**src/tpf_pkg.sv**
```systemverilog
`timescale 1ns / 1ps
// ----------------------------------------------------------------------------
// tpf_pkg: shared types and constants of the telemetry packet framer
// Slot codes, conversion constants, frame layout and controller/datapath
// command and status bundles.
// ----------------------------------------------------------------------------
package tpf_pkg;

  localparam int NUM_FIELDS  = 15;
  localparam int MODE_W      = 4;
  localparam int SAMPLE_W    = 48;
  localparam int WORD_W      = 32;
  localparam int SHORT_W     = 16;
  localparam int POS_W       = 6;
  localparam int FIXED_BYTES = 41;  // frame length without padding

  // Slot codes
  localparam logic [MODE_W-1:0] SLOT_TIME = 4'd0;
  localparam logic [MODE_W-1:0] SLOT_LAT  = 4'd1;
  localparam logic [MODE_W-1:0] SLOT_LNG  = 4'd2;
  localparam logic [MODE_W-1:0] MODE_EMIT = 4'd15;

  // Frame markers
  localparam logic [7:0] HEADER_BYTE = 8'h43;
  localparam logic [7:0] FOOTER_BYTE = 8'h2A;
  localparam logic [15:0] TS_RESET   = 16'd1234;

  // Conversion constants
  localparam logic [16:0] MUL_TIME   = 17'd100;
  localparam logic [16:0] MUL_LATLNG = 17'd100000;
  localparam logic [SAMPLE_W-1:0] ROUND_HALF = 48'd32768;

  // Frame layout: positions of the long and short field regions
  localparam logic [POS_W-1:0] POS_LONG  = 6'd3;
  localparam logic [POS_W-1:0] POS_SHORT = 6'd15;
  localparam logic [POS_W-1:0] POS_PAD   = 6'd39;
  localparam logic [3:0]       FIRST_SHORT_SLOT = 4'd3;

  // Right shift turning Q31.16 * 2^k into an integer, for 16-bit slots
  function automatic logic [3:0] slot_shift(input logic [MODE_W-1:0] slot);
    logic [3:0] s;
    unique case (slot)
      4'd3, 4'd7, 4'd8, 4'd9:    s = 4'd12;  // temperature, gyro
      4'd4, 4'd5, 4'd6:          s = 4'd6;   // accel
      4'd10, 4'd11, 4'd12:       s = 4'd4;   // magnetometer
      4'd13:                     s = 4'd8;   // pressure
      4'd14:                     s = 4'd14;  // altitude
      default:                   s = 4'd0;   // 32-bit slots, emit
    endcase
    return s;
  endfunction

  typedef enum logic [2:0] {
    ST_IDLE,
    ST_ABS,
    ST_MUL,
    ST_WRITE,
    ST_EMIT
  } state_t;

  typedef struct packed {
    logic capture;     // latch the load request
    logic absolute;    // form the multiplier operand
    logic multiply;    // register the product
    logic write;       // finish the conversion and store it
    logic emit_start;  // restart position and checksum
    logic emit_step;   // one frame byte taken
  } tpf_cmd_t;

  typedef struct packed {
    logic emit_last;   // position sits on the checksum byte
  } tpf_status_t;

endpackage

```
**src/tpf_in_if.sv**
```systemverilog
`timescale 1ns / 1ps
// ----------------------------------------------------------------------------
// tpf_in_if: request channel of the telemetry packet framer
// Valid/ready handshake carrying the mode and the Q31.16 sample.
// ----------------------------------------------------------------------------
interface tpf_in_if;
  logic        valid;
  logic        ready;
  logic [3:0]  mode;
  logic signed [47:0] sample_value;

  modport source (output valid, output mode, output sample_value, input ready);
  modport sink   (input valid, input mode, input sample_value, output ready);
endinterface

```
**src/tpf_out_if.sv**
```systemverilog
`timescale 1ns / 1ps
// ----------------------------------------------------------------------------
// tpf_out_if: frame byte channel of the telemetry packet framer
// Valid/ready handshake carrying one frame byte and its end marker.
// ----------------------------------------------------------------------------
interface tpf_out_if;
  logic       valid;
  logic       ready;
  logic [7:0] frame_byte;
  logic       last_byte;

  modport source (output valid, output frame_byte, output last_byte, input ready);
  modport sink   (input valid, input frame_byte, input last_byte, output ready);
endinterface

```
**src/telemetry_packet_framer_unit.sv**
```systemverilog
`timescale 1ns / 1ps
// ----------------------------------------------------------------------------
// telemetry_packet_framer_unit: telemetry frame builder
// Loads fifteen converted measurements and emits them as one framed,
// checksummed byte stream.
// ----------------------------------------------------------------------------
// A load request (mode 0-14) is taken while idle and then occupies the
// block through operand forming, one pass through the shared 48x17
// constant multiplier, and the rounding/shift and store write. An emit
// request (mode 15) streams 41 + PAD_BYTES bytes at one byte per cycle
// while out_chan.ready is high, paced by the byte position counter; the
// checksum byte carries last_byte. The field store is cleared directly by
// reset, with no clearing pass. The timestamp word is written through
// cfg_we/cfg_wdata and should only change while idle.
module telemetry_packet_framer_unit
  import tpf_pkg::*;
#(
  parameter int PAD_BYTES = 12
) (
  input  logic        clk,
  input  logic        rst_n,
  tpf_in_if.sink      in_chan,
  tpf_out_if.source   out_chan,
  input  logic        cfg_we,
  input  logic [15:0] cfg_wdata
);

  tpf_cmd_t    cmd;
  tpf_status_t status;

  tpf_ctrl u_ctrl (
    .clk       (clk),
    .rst_n     (rst_n),
    .in_valid  (in_chan.valid),
    .in_emit   (in_chan.mode == MODE_EMIT),
    .in_ready  (in_chan.ready),
    .out_valid (out_chan.valid),
    .out_ready (out_chan.ready),
    .status    (status),
    .cmd       (cmd)
  );

  tpf_datapath #(
    .PAD_BYTES (PAD_BYTES)
  ) u_datapath (
    .clk        (clk),
    .rst_n      (rst_n),
    .in_mode    (in_chan.mode),
    .in_sample  (in_chan.sample_value),
    .cfg_we     (cfg_we),
    .cfg_wdata  (cfg_wdata),
    .cmd        (cmd),
    .status     (status),
    .frame_byte (out_chan.frame_byte),
    .last_byte  (out_chan.last_byte)
  );

endmodule

```
**src/tpf_ctrl.sv**
```systemverilog
`timescale 1ns / 1ps
// ----------------------------------------------------------------------------
// tpf_ctrl: controller of the telemetry packet framer
// Sequences a load through operand, multiply and write, or runs an emit.
// ----------------------------------------------------------------------------
module tpf_ctrl
  import tpf_pkg::*;
(
  input  logic        clk,
  input  logic        rst_n,
  input  logic        in_valid,
  input  logic        in_emit,
  output logic        in_ready,
  output logic        out_valid,
  input  logic        out_ready,
  input  tpf_status_t status,
  output tpf_cmd_t    cmd
);

  state_t state_r, state_nxt;

  always_ff @(posedge clk) begin
    if (!rst_n) begin
      state_r <= ST_IDLE;
    end else begin
      state_r <= state_nxt;
    end
  end

  // Next state
  always_comb begin
    state_nxt = state_r;
    unique case (state_r)
      ST_IDLE: begin
        if (in_valid) begin
          state_nxt = in_emit ? ST_EMIT : ST_ABS;
        end
      end
      ST_ABS:   state_nxt = ST_MUL;
      ST_MUL:   state_nxt = ST_WRITE;
      ST_WRITE: state_nxt = ST_IDLE;
      ST_EMIT: begin
        if (out_ready && status.emit_last) begin
          state_nxt = ST_IDLE;
        end
      end
      default:  state_nxt = ST_IDLE;
    endcase
  end

  // Outputs
  always_comb begin
    cmd       = '0;
    in_ready  = 1'b0;
    out_valid = 1'b0;
    unique case (state_r)
      ST_IDLE: begin
        in_ready       = 1'b1;
        cmd.capture    = in_valid && !in_emit;
        cmd.emit_start = in_valid && in_emit;
      end
      ST_ABS:   cmd.absolute = 1'b1;
      ST_MUL:   cmd.multiply = 1'b1;
      ST_WRITE: cmd.write    = 1'b1;
      ST_EMIT: begin
        out_valid     = 1'b1;
        cmd.emit_step = out_ready;
      end
      default: ;
    endcase
  end

endmodule

```
**src/tpf_datapath.sv**
```systemverilog
`timescale 1ns / 1ps
// ----------------------------------------------------------------------------
// tpf_datapath: conversion, field store and frame byte selection
// Converts one sample per load through a shared constant multiplier and
// serializes the stored fields with a running XOR checksum.
// ----------------------------------------------------------------------------
module tpf_datapath
  import tpf_pkg::*;
#(
  parameter int PAD_BYTES = 12
) (
  input  logic                       clk,
  input  logic                       rst_n,
  input  logic [MODE_W-1:0]          in_mode,
  input  logic signed [SAMPLE_W-1:0] in_sample,
  input  logic                       cfg_we,
  input  logic [15:0]                cfg_wdata,
  input  tpf_cmd_t                   cmd,
  output tpf_status_t                status,
  output logic [7:0]                 frame_byte,
  output logic                       last_byte
);

  localparam logic [POS_W-1:0] LAST_POS   = POS_W'(FIXED_BYTES + PAD_BYTES - 1);
  localparam logic [POS_W-1:0] FOOTER_POS = POS_W'(FIXED_BYTES + PAD_BYTES - 2);

  logic [15:0]          ts_r;
  logic [MODE_W-1:0]    mode_r;
  logic [SAMPLE_W-1:0]  raw_r;
  logic [SAMPLE_W-1:0]  op_r;
  logic                 neg_r;
  logic [SAMPLE_W-1:0]  prod_r;
  logic [WORD_W-1:0]    fields_r [NUM_FIELDS];
  logic [POS_W-1:0]     pos_r;
  logic [7:0]           xor_r;

  // Timestamp register
  always_ff @(posedge clk) begin
    if (!rst_n) begin
      ts_r <= TS_RESET;
    end else if (cfg_we) begin
      ts_r <= cfg_wdata;
    end
  end

  // Load request capture
  always_ff @(posedge clk) begin
    if (cmd.capture) begin
      mode_r <= in_mode;
      raw_r  <= in_sample;
    end
  end

  // Operand: magnitude for all but time, which keeps the signed value
  logic [SAMPLE_W-1:0] mag;
  assign mag = raw_r[SAMPLE_W-1] ? (SAMPLE_W'(0) - raw_r) : raw_r;

  always_ff @(posedge clk) begin
    if (cmd.absolute) begin
      op_r  <= (mode_r == SLOT_TIME) ? raw_r : mag;
      neg_r <= raw_r[SAMPLE_W-1];
    end
  end

  // Shared constant multiplier, low 48 bits only
  logic [16:0] mul_k;
  assign mul_k = (mode_r == SLOT_TIME) ? MUL_TIME : MUL_LATLNG;

  always_ff @(posedge clk) begin
    if (cmd.multiply) begin
      prod_r <= op_r * SAMPLE_W'(mul_k);
    end
  end

  // Final conversion
  logic [SAMPLE_W-1:0] rounded;
  logic [SAMPLE_W-1:0] shifted;
  logic [SHORT_W-1:0]  short_word;
  logic [WORD_W-1:0]   conv_word;

  always_comb begin
    rounded    = prod_r + ROUND_HALF;
    shifted    = op_r >> slot_shift(mode_r);
    short_word = neg_r ? (SHORT_W'(0) - shifted[SHORT_W-1:0]) : shifted[SHORT_W-1:0];
    if (mode_r == SLOT_TIME || mode_r == SLOT_LAT || mode_r == SLOT_LNG) begin
      conv_word = rounded[SAMPLE_W-1:16];
    end else begin
      conv_word = {{(WORD_W-SHORT_W){1'b0}}, short_word};
    end
  end

  // Field store, cleared at reset
  always_ff @(posedge clk) begin
    if (!rst_n) begin
      for (int i = 0; i < NUM_FIELDS; i++) begin
        fields_r[i] <= '0;
      end
    end else if (cmd.write && mode_r != MODE_EMIT) begin
      fields_r[mode_r] <= conv_word;
    end
  end

  // Emit position and running checksum
  always_ff @(posedge clk) begin
    if (!rst_n) begin
      pos_r <= '0;
      xor_r <= '0;
    end else if (cmd.emit_start) begin
      pos_r <= '0;
      xor_r <= '0;
    end else if (cmd.emit_step) begin
      pos_r <= (pos_r == LAST_POS) ? '0 : pos_r + 1'b1;
      xor_r <= (pos_r == LAST_POS) ? '0 : xor_r ^ frame_byte;
    end
  end

  // Byte selection by position
  logic [POS_W-1:0]  p_long, p_short;
  logic [3:0]        long_idx, short_idx;
  logic [WORD_W-1:0] long_word, short_sel;

  always_comb begin
    p_long    = pos_r - POS_LONG;
    p_short   = pos_r - POS_SHORT;
    long_idx  = {2'b00, p_long[3:2]};
    short_idx = FIRST_SHORT_SLOT + p_short[4:1];
    long_word = fields_r[long_idx];
    short_sel = fields_r[short_idx];
    priority if (pos_r == '0) begin
      frame_byte = HEADER_BYTE;
    end else if (pos_r == 6'd1) begin
      frame_byte = ts_r[15:8];
    end else if (pos_r == 6'd2) begin
      frame_byte = ts_r[7:0];
    end else if (pos_r < POS_SHORT) begin
      unique case (p_long[1:0])
        2'd0:    frame_byte = long_word[31:24];
        2'd1:    frame_byte = long_word[23:16];
        2'd2:    frame_byte = long_word[15:8];
        default: frame_byte = long_word[7:0];
      endcase
    end else if (pos_r < POS_PAD) begin
      frame_byte = p_short[0] ? short_sel[7:0] : short_sel[15:8];
    end else if (pos_r == LAST_POS) begin
      frame_byte = xor_r;
    end else if (pos_r == FOOTER_POS) begin
      frame_byte = FOOTER_BYTE;
    end else begin
      frame_byte = 8'h00;
    end
  end

  assign last_byte        = (pos_r == LAST_POS);
  assign status.emit_last = (pos_r == LAST_POS);

endmodule

```
**src/flat_wrapper.sv**
```systemverilog
// flat-port wrapper written by rule: the top's interface ports become plain ports
module telemetry_packet_framer_unit_flat import tpf_pkg::*;
#(
  parameter int PAD_BYTES = 12
)
  (clk, rst_n, cfg_we, cfg_wdata, in_chan_valid, in_chan_mode, in_chan_sample_value, in_chan_ready, out_chan_valid, out_chan_frame_byte, out_chan_last_byte, out_chan_ready);
  tpf_in_if in_chan_i ();
  tpf_out_if out_chan_i ();
  input  logic clk;
  input  logic rst_n;
  input  logic cfg_we;
  input  logic [15:0] cfg_wdata;
  input wire logic [$bits(in_chan_i.valid)-1:0] in_chan_valid;
  input wire logic [$bits(in_chan_i.mode)-1:0] in_chan_mode;
  input wire logic [$bits(in_chan_i.sample_value)-1:0] in_chan_sample_value;
  output wire logic [$bits(in_chan_i.ready)-1:0] in_chan_ready;
  output wire logic [$bits(out_chan_i.valid)-1:0] out_chan_valid;
  output wire logic [$bits(out_chan_i.frame_byte)-1:0] out_chan_frame_byte;
  output wire logic [$bits(out_chan_i.last_byte)-1:0] out_chan_last_byte;
  input wire logic [$bits(out_chan_i.ready)-1:0] out_chan_ready;
  assign in_chan_i.valid = in_chan_valid;
  assign in_chan_i.mode = in_chan_mode;
  assign in_chan_i.sample_value = in_chan_sample_value;
  assign in_chan_ready = in_chan_i.ready;
  assign out_chan_valid = out_chan_i.valid;
  assign out_chan_frame_byte = out_chan_i.frame_byte;
  assign out_chan_last_byte = out_chan_i.last_byte;
  assign out_chan_i.ready = out_chan_ready;
  telemetry_packet_framer_unit #(.PAD_BYTES(PAD_BYTES)) u_core (.clk(clk), .rst_n(rst_n), .in_chan(in_chan_i), .out_chan(out_chan_i), .cfg_we(cfg_we), .cfg_wdata(cfg_wdata));
endmodule
```
**config.mk**
```make
export PLATFORM = sky130hd
export DESIGN_NAME = telemetry_packet_framer_unit_flat
export DESIGN_NICKNAME = d
export VERILOG_FILES = /design/src/tpf_pkg.sv /design/src/tpf_in_if.sv /design/src/tpf_out_if.sv /design/src/telemetry_packet_framer_unit.sv /design/src/tpf_ctrl.sv /design/src/tpf_datapath.sv /design/src/flat_wrapper.sv
export SDC_FILE = /design/constraint.sdc
export NUM_CORES = 2
export LEC_CHECK = 0
export BUFFER_PORTS_ARGS = -buffer_cell sky130_fd_sc_hd__buf_4
export CORE_AREA = 2 2 271 273
export DETAILED_ROUTE_END_ITERATION = 6
export DIE_AREA = 0 0 273 275
export PLACE_DENSITY = 0.57
export SLEW_MARGIN = 10
export SYNTH_ARGS = -nofsm -noshare
export SYNTH_HDL_FRONTEND = slang
export SYNTH_SLANG_ARGS = --single-unit
```
**constraint.sdc**
```tcl
create_clock -name clk -period 19.9 [get_ports clk]
set_input_delay 2.985 -clock clk [delete_from_list [all_inputs] [get_ports clk]]
set_output_delay 2.985 -clock clk [all_outputs]
set_load 0.02 [all_outputs]
```
* After elaboration in Yosys (flattened, before gate mapping)
Memories as Yosys holds them, arrays and structs flattened. A register that Yosys moved wholly into a read port is not among the register bits.
Index checks and enable logic that the tools add are counted.
** Cells by class
- $mul :: 1
- Reductions and logical operators :: 14
- Equality and inequality tests :: 16
- Bitwise operators :: 2
- Mux-type cells :: 36
- Add/subtract/negate cells :: 7
- Shift-type cells :: 1
- Div/mod/pow operators :: 0
- Magnitude comparators :: 2
** Operators with widths (number)
- 48-bit 2-to-1 mux :: 2
- 32-bit 2-to-1 mux :: 2
- 8-bit 2-to-1 mux :: 8
- 48-bit by 16-bit adder with 48-bit output, second input constant :: 1
- 48-bit by 17-bit multiplier with 48-bit output :: 1
- 48-bit by 4-bit >> shifter with 16-bit output :: 1
- 1-bit by 48-bit subtractor with 48-bit output, first input constant :: 1
- 32-bit OR reduction :: 1
- 8-bit case mux with 3 select lines :: 1
- 17-bit 2-to-1 mux :: 1
- 16-bit 2-to-1 mux :: 1
- 1-bit by 16-bit subtractor with 16-bit output, first input constant :: 1
- 1-bit 2-to-1 mux :: 13
- 6-bit equality test, second input constant :: 2
- 6-bit 2-to-1 mux :: 2
- 3-bit case mux with 4 select lines :: 1
- 3-bit 2-to-1 mux :: 3
- 4-bit 2-to-1 mux :: 2
- 8-bit XOR :: 1
- 6-bit by 1-bit adder with 6-bit output, second input constant :: 1
- 3-bit by 2-bit equality test with 1-bit output, second input constant :: 2
- 6-bit by 1-bit equality test with 1-bit output, second input constant :: 1
- 6-bit by 2-bit equality test with 1-bit output, second input constant :: 1
- 6-bit logical NOT :: 1
- other kinds (23) :: 28
** Word-level totals
- Memories kept :: 2
- Output and inout bits :: 11
- Register bits after elaboration :: 182
- Memory bits (read-only) :: 48
- Bits of input ports :: 73
- RAM bits :: 480
- Latch bits :: 0
** Memory list
- u_core.u_datapath.fields_r :: depth 15, width 32, rd ports 2, clocked after memory_dff 0, wr ports 15, line tpf_datapath.sv:33 : logic [WORD_W-1:0] fields_r [NUM_FIELDS];
- (no name shown) :: depth 16, width 3, rd ports 1, clocked after memory_dff 1, wr ports 0, line tpf_pkg.sv:42 : unique case (slot)

* Longest topological paths before layout
An unclocked memory read counts as a cell.
- Depth after elaboration :: 11
- Gate-level depth with buffers :: 29

* Hierarchy
A second synthesis with hierarchy kept.
** Unflattened totals
- Cells, all modules :: 2889
- Area total of the unflattened synthesis :: 32686.3 um^2
** By module, submodules not included
- tpf_datapath :: instances 1, sequential area each 14173.6 um^2, area an instance 32479.9 um^2, cells each 2867
- tpf_ctrl :: instances 1, sequential area each 60.1 um^2, area an instance 197.7 um^2, cells each 21
- telemetry_packet_framer_unit :: instances 1, sequential area each 0.0 um^2, area an instance 8.8 um^2, cells each 1

* Worst setup path after synthesis
OpenSTA, ideal clock, no wires.
- Kind :: register to register
- From :: register u_core.u_datapath.mode_r[2]
- To :: register u_core.u_datapath.prod_r[46] (data pin)
- Data required time :: 19639 ps
- Setup slack :: 12959 ps
- Setup time :: 261 ps
- Stages on the path, launching flop included :: 29
- Data arrival time :: 6680 ps
- Cell sequence :: edfxtp_1 > clkbuf_1 > nor4_1 > clkbuf_1 > clkbuf_1 > buf_1 > nand2_1 > nand2_1 > ha_1 > inv_1 > fa_1 > inv_1 > fa_1 > fa_1 > inv_1 > fa_1 > inv_1 > ha_1 > ha_1 > and4_1 > a21o_1 > a211oi_1 > or3_1 > nand3_1 > a2111oi_0 > nor3b_1 > nor2_1 > nor2b_1 > o32a_1
** On the way
- Longest elaborated chain between the ends :: 3
** RTL lines
- start: declaration :: line tpf_datapath.sv:28 : logic [MODE_W-1:0] mode_r;
- start signal: assignment :: line tpf_datapath.sv:49 : mode_r <= in_mode;
- 4-bit logical NOT :: line tpf_datapath.sv:67 : assign mul_k = (mode_r == SLOT_TIME) ? MUL_TIME : MUL_LATLNG;
- 17-bit 2-to-1 mux :: line tpf_datapath.sv:67
- 48-bit by 17-bit multiplier with 48-bit output :: line tpf_datapath.sv:71 : prod_r <= op_r * SAMPLE_W'(mul_k);
- end signal: assignment :: line tpf_datapath.sv:71
- end: declaration :: line tpf_datapath.sv:32 : logic [SAMPLE_W-1:0] prod_r;
No other way between the ends.
A chain may end at the register's enable or synchronous reset.

* Worst setup path after layout
- From :: register u_core.u_datapath.pos_r[0]
- To :: output port out_chan_frame_byte[7]
** On the way
- Longest elaborated chain between the ends :: 9
- Elaborated cells on any way between the ends :: 21
** RTL lines
- start: declaration :: line tpf_datapath.sv:34 : logic [POS_W-1:0] pos_r;
- start signal: assignment :: line tpf_datapath.sv:112 : pos_r <= (pos_r == LAST_POS) ? '0 : pos_r + 1'b1;
- 5-bit by 4-bit subtractor with 5-bit output :: line tpf_datapath.sv:124 : p_short = pos_r - POS_SHORT;
- 2-bit by 4-bit adder with 4-bit output :: line tpf_datapath.sv:126 : short_idx = FIRST_SHORT_SLOT + p_short[4:1];
- memory 15 x 32 bit
- 8-bit 2-to-1 mux :: line tpf_datapath.sv:143 : frame_byte = p_short[0] ? short_sel[7:0] : short_sel[15:8];
- 8-bit 2-to-1 mux :: line tpf_datapath.sv:142 : end else if (pos_r < POS_PAD) begin
- 8-bit 2-to-1 mux :: line tpf_datapath.sv:135 : end else if (pos_r < POS_SHORT) begin
- 8-bit 2-to-1 mux :: line tpf_datapath.sv:133 : end else if (pos_r == 6'd2) begin
- 8-bit 2-to-1 mux :: line tpf_datapath.sv:131 : end else if (pos_r == 6'd1) begin
- 8-bit 2-to-1 mux (*) :: line tpf_datapath.sv:129 : priority if (pos_r == '0) begin
- end: declaration :: line flat_wrapper.sv:18 : output wire logic [$bits(out_chan_i.frame_byte)-1:0] out_chan_frame_byte;
Every way passes the cells marked *; elsewhere a longest branch is shown, timed or not.

==> impl_metrics.csv <==
group,metric,value,unit
sta,worst_pin_slew,1100,ps
grt,grt_use_met1,26.8,%
pwr,pwr_density_cell,147,nW/um^2
critical_path,critPathKind,"flip-flop to primary output",
clock_tree,cts_resized,0,
grt,grt_max_degree,68,
clock_tree,post_cts_buffers,0,
synthesis,post-synth-top-area-cell,"edfxtp_1",
synthesis,ys_types,76,
critical_path,cp_data_arrival_time,6140,ps
hold_path,hold_path.class,"flip-flop to flip-flop",
synthesis,synth_area_leaders,"edfxtp_1 42%, fa_1 9.2%, ha_1 8.4%",
routing,antenna_left,0,
floorplan,row_count,99,
floorplan,core_region_area,72300,um^2
synthesis,avgSynthCellArea,11.2,um^2
critical_path,cp.required,16910,ps
floorplan,die_area,75100,um^2
routing,drt-total-wl,77.8,mm
cells_and_area,final.fill_count,6595,
clock_tree,clkSinkCount,483,
routing,vias,21000,
clock_tree,cts_tree,"done",
synthesis,synth_flop_cell,"edfxtp_1",
clock_tree,clock_path_buffers,3,
synthesis,syn-cell-area,32200,um^2
synthesis,synth_top_area_share,41.6,%
sta,fin_skew,44.2,ps
placement,gp_congestion,0.843,
grt,grt-ovfl-total,0,
synthesis,synthArstFlopShare,0,%
synthesis,ys_seq_elements,483,
routing,drc,0,
pwr,switchingPower,0.00208,W
clock_tree,cts_made_buffers,53,
pwr,total_leakage_power,15.0,nW
sta,setup_tns,0,ps
cells_and_area,drive_gt1_share,11.2,%
sta,period_share,45.9,%
critical_path,setup.worst_path.end_class,"primary output",
sta,hold_slack,485,ps
clock_tree,cts.htree.levels,2,
cells_and_area,n_antenna_cell,0,
synthesis,synth_warnings,0,
critical_path,critPathLaunchType,"flip-flop",
floorplan,chipHeight,275,um
clock_tree,clock_latency,640,ps
sta,finalHoldViolations,0,
grt,grt_antenna_before_repair,0,
grt,grtUsageTotal,21.2,%
grt,met2_usage,38.3,%
pwr,p_int,0.00315,W
sta,rsz0062_at_grt,"false",
grt,grt_pass1_vias,22100,
placement,port_buffers,82,
pwr,peakVddDrop,0.122,mV
floorplan,num_io_pins,84,
sta,period_minus_slack,9130,ps
floorplan,start_util,44.6,%
grt,grt-busiest-layer,"met2",
placement,dp_hpwl,56.6,mm
sta,slew_violations,0,
pwr,p_seq_share,27.4,%
synthesis,synth_edf_count,447,
clock_tree,cts_root_buf,"clkbuf_16",
critical_path,critPathMaxFanout,36,
cells_and_area,final_nets,3367,
run_status,outcome,"finished, final reports clean",
synthesis,ys_seq_area_share,43.9,%
clock_tree,clk_pin_slew,60,ps
routing,routed_via_density,5.35,
routing,drt_first_pass_iters,5,
sta,relSlewSlack,26.3,%
sta,setup_violations,0,
floorplan,die_w,273,um
cells_and_area,area_delta_synth_final,10.4,%
routing,routedWlPerCell,19.8,um
pwr,swShare,39.8,%
pwr,pwr-share-clk,18.5,%
pwr,p_total,0.00523,W
grt,grt_pass1_wl,124,mm
synthesis,syn_inst,2875,
grt,use_met3,2.88,%
routing,drtIter0Drc,1299,
run,drv_cap,0,
clock_tree,hold_buffers,0,
sta,clock.fmax,110,MHz
pwr,combPwrFrac,54.1,%
==> cell usage after synthesis, types with 5 or more instances <==
cell / count
edfxtp_1: 447
nor2_1: 401
nand2_1: 294
inv_1: 274
ha_1: 217
fa_1: 148
xnor2_1: 129
clkbuf_1: 106
mux4_2: 98
a21oi_1: 94
mux2i_1: 81
xor2_1: 57
nor2b_1: 46
a21o_1: 40
o21ai_0: 39
dfxtp_1: 36
nand3_1: 36
and3_1: 26
nor3_1: 24
o21ai_1: 23
buf_2: 21
nand2b_1: 21
and2_1: 13
mux2_2: 13
nand4_1: 13
nor4_1: 12
or3_1: 11
nor3b_1: 10
o31ai_1: 10
a211oi_1: 9
a31oi_1: 8
and4_1: 8
o21a_1: 8
o22ai_1: 7
buf_1: 6
a221oi_1: 5
buf_4: 5
o221ai_1: 5
or2_2: 5
==> cell usage in the layout (no fill, tap or decap), types with 10 or more instances in the layout <==
cell	count
a21o_1	40
a21oi_1	94
and2_1	13
and3_1	26
buf_4	115
clkbuf_1	15
clkbuf_16	53
clkinv_1	11
conb_1	28
dfxtp_1	36
edfxtp_1	447
fa_1	148
ha_1	215
inv_1	273
mux2_2	13
mux2i_1	81
mux4_2	98
nand2_1	291
nand2b_1	21
nand3_1	36
nand4_1	13
nor2_1	401
nor2b_1	45
nor3_1	24
nor4_1	11
o21ai_0	39
o21ai_1	19
o31ai_1	10
or3_1	11
xnor2_1	129
xor2_1	56
==> final cells by class <==
cell class / instances / area (um^2) / area share [%]
Clock buffer: 68 / 1380 / 3.88
Clock inverter: 31 / 330 / 0.928
Inverter: 278 / 1040 / 2.93
Multi-Input combinational cell: 1998 / 16600 / 46.7
Sequential cell: 483 / 14100 / 39.7
Tap cell: 959 / 1200 / 3.37
Timing Repair Buffer: 115 / 863 / 2.43
==> power groups by stage <==
stage	clock network [W]	logic [W]	registers, W
5_1_grt	0.00103	0.00323	0.00145
3_3_place_gp	0	0.00278	0.00145
4_1_cts	0.000987	0.00285	0.00143
3_5_place_dp	0	0.00280	0.00145
6_report	0.000968	0.00283	0.00143
2_1_floorplan	0	0.00217	0.00142
==> through the flow <==
step / area [um^2] / cells / setup slack [ps] / util (%)
2_1_floorplan: 32300 / 2902 / 12960 / -
3_3_place_gp: 33900 / 3833 / 11490 / 46.8
3_5_place_dp: 33900 / 3833 / 11420 / 46.8
4_1_cts: 35600 / 3932 / 10720 / 49.2
5_1_grt: 35600 / 3932 / 10430 / 49.2
6_report: 35600 / 3932 / 10770 / 49.2
==> kinds of logic (layout without fill, tap and decap cells) <==
kind of cell,count (synthesis),after routing,share of synthesized area (%)
other,1,28,0.0116
buffers and inverters,421,492,5.14
muxes,192,192,9.81
AOI/OAI and AO/OA,281,281,5.43
and+or+nand+nor,941,941,12.9
xor gates and xnor gates,188,188,5.15
adders and majority gates,368,368,17.7
DFF,483,483,43.9
==> worst max-delay path: stages (launching register included) <==
cell	delay (ps)
dfxtp_1	560
ha_1	510
nand2b_1	270
nand2_2	400
inv_2	260
ha_2	960
buf_4	600
mux4_2	320
mux2i_1	130
mux4_2	570
or3_1	340
o21ai_1	170
nor2b_1	170
buf_4	150
==> flip-flops by register name, summed over array words and instances (netlist names), 4 cells and up, named ones only <==
signal	count
u_core.u_datapath.prod_r	33
u_core.u_datapath.raw_r	47
u_core.u_datapath.ts_r	16
u_core.u_datapath.op_r	46
u_core.u_datapath.pos_r	6
u_core.u_datapath.xor_r	8
u_core.u_datapath.fields_r	316
u_core.u_datapath.mode_r	4
==> final timing paths <==
check,from,end,slack [ps],depth (start not counted)
min,u_core.u_datapath.raw_r[47]$_DFFE_PP_,u_core.u_datapath.neg_r$_DFFE_PN_,490,0
max,u_core.u_datapath.pos_r[0]$_SDFFE_PP0P_,out_chan_frame_byte[7],10770,13
max reg2reg,u_core.u_datapath.mode_r[2]$_DFFE_PP_,u_core.u_datapath.prod_r[46]$_DFFE_PN_,11910,24
min reg2reg,u_core.u_datapath.raw_r[47]$_DFFE_PP_,u_core.u_datapath.neg_r$_DFFE_PN_,490,0
==> per-layer routing <==
metal,share of wire [%],routed length (um)
met1,41,32100
met2,51,39600
met4,2.3,1820
met3,5.4,4240
met5,0,0
No activity file was read; power rests on OpenSTA's default activity.
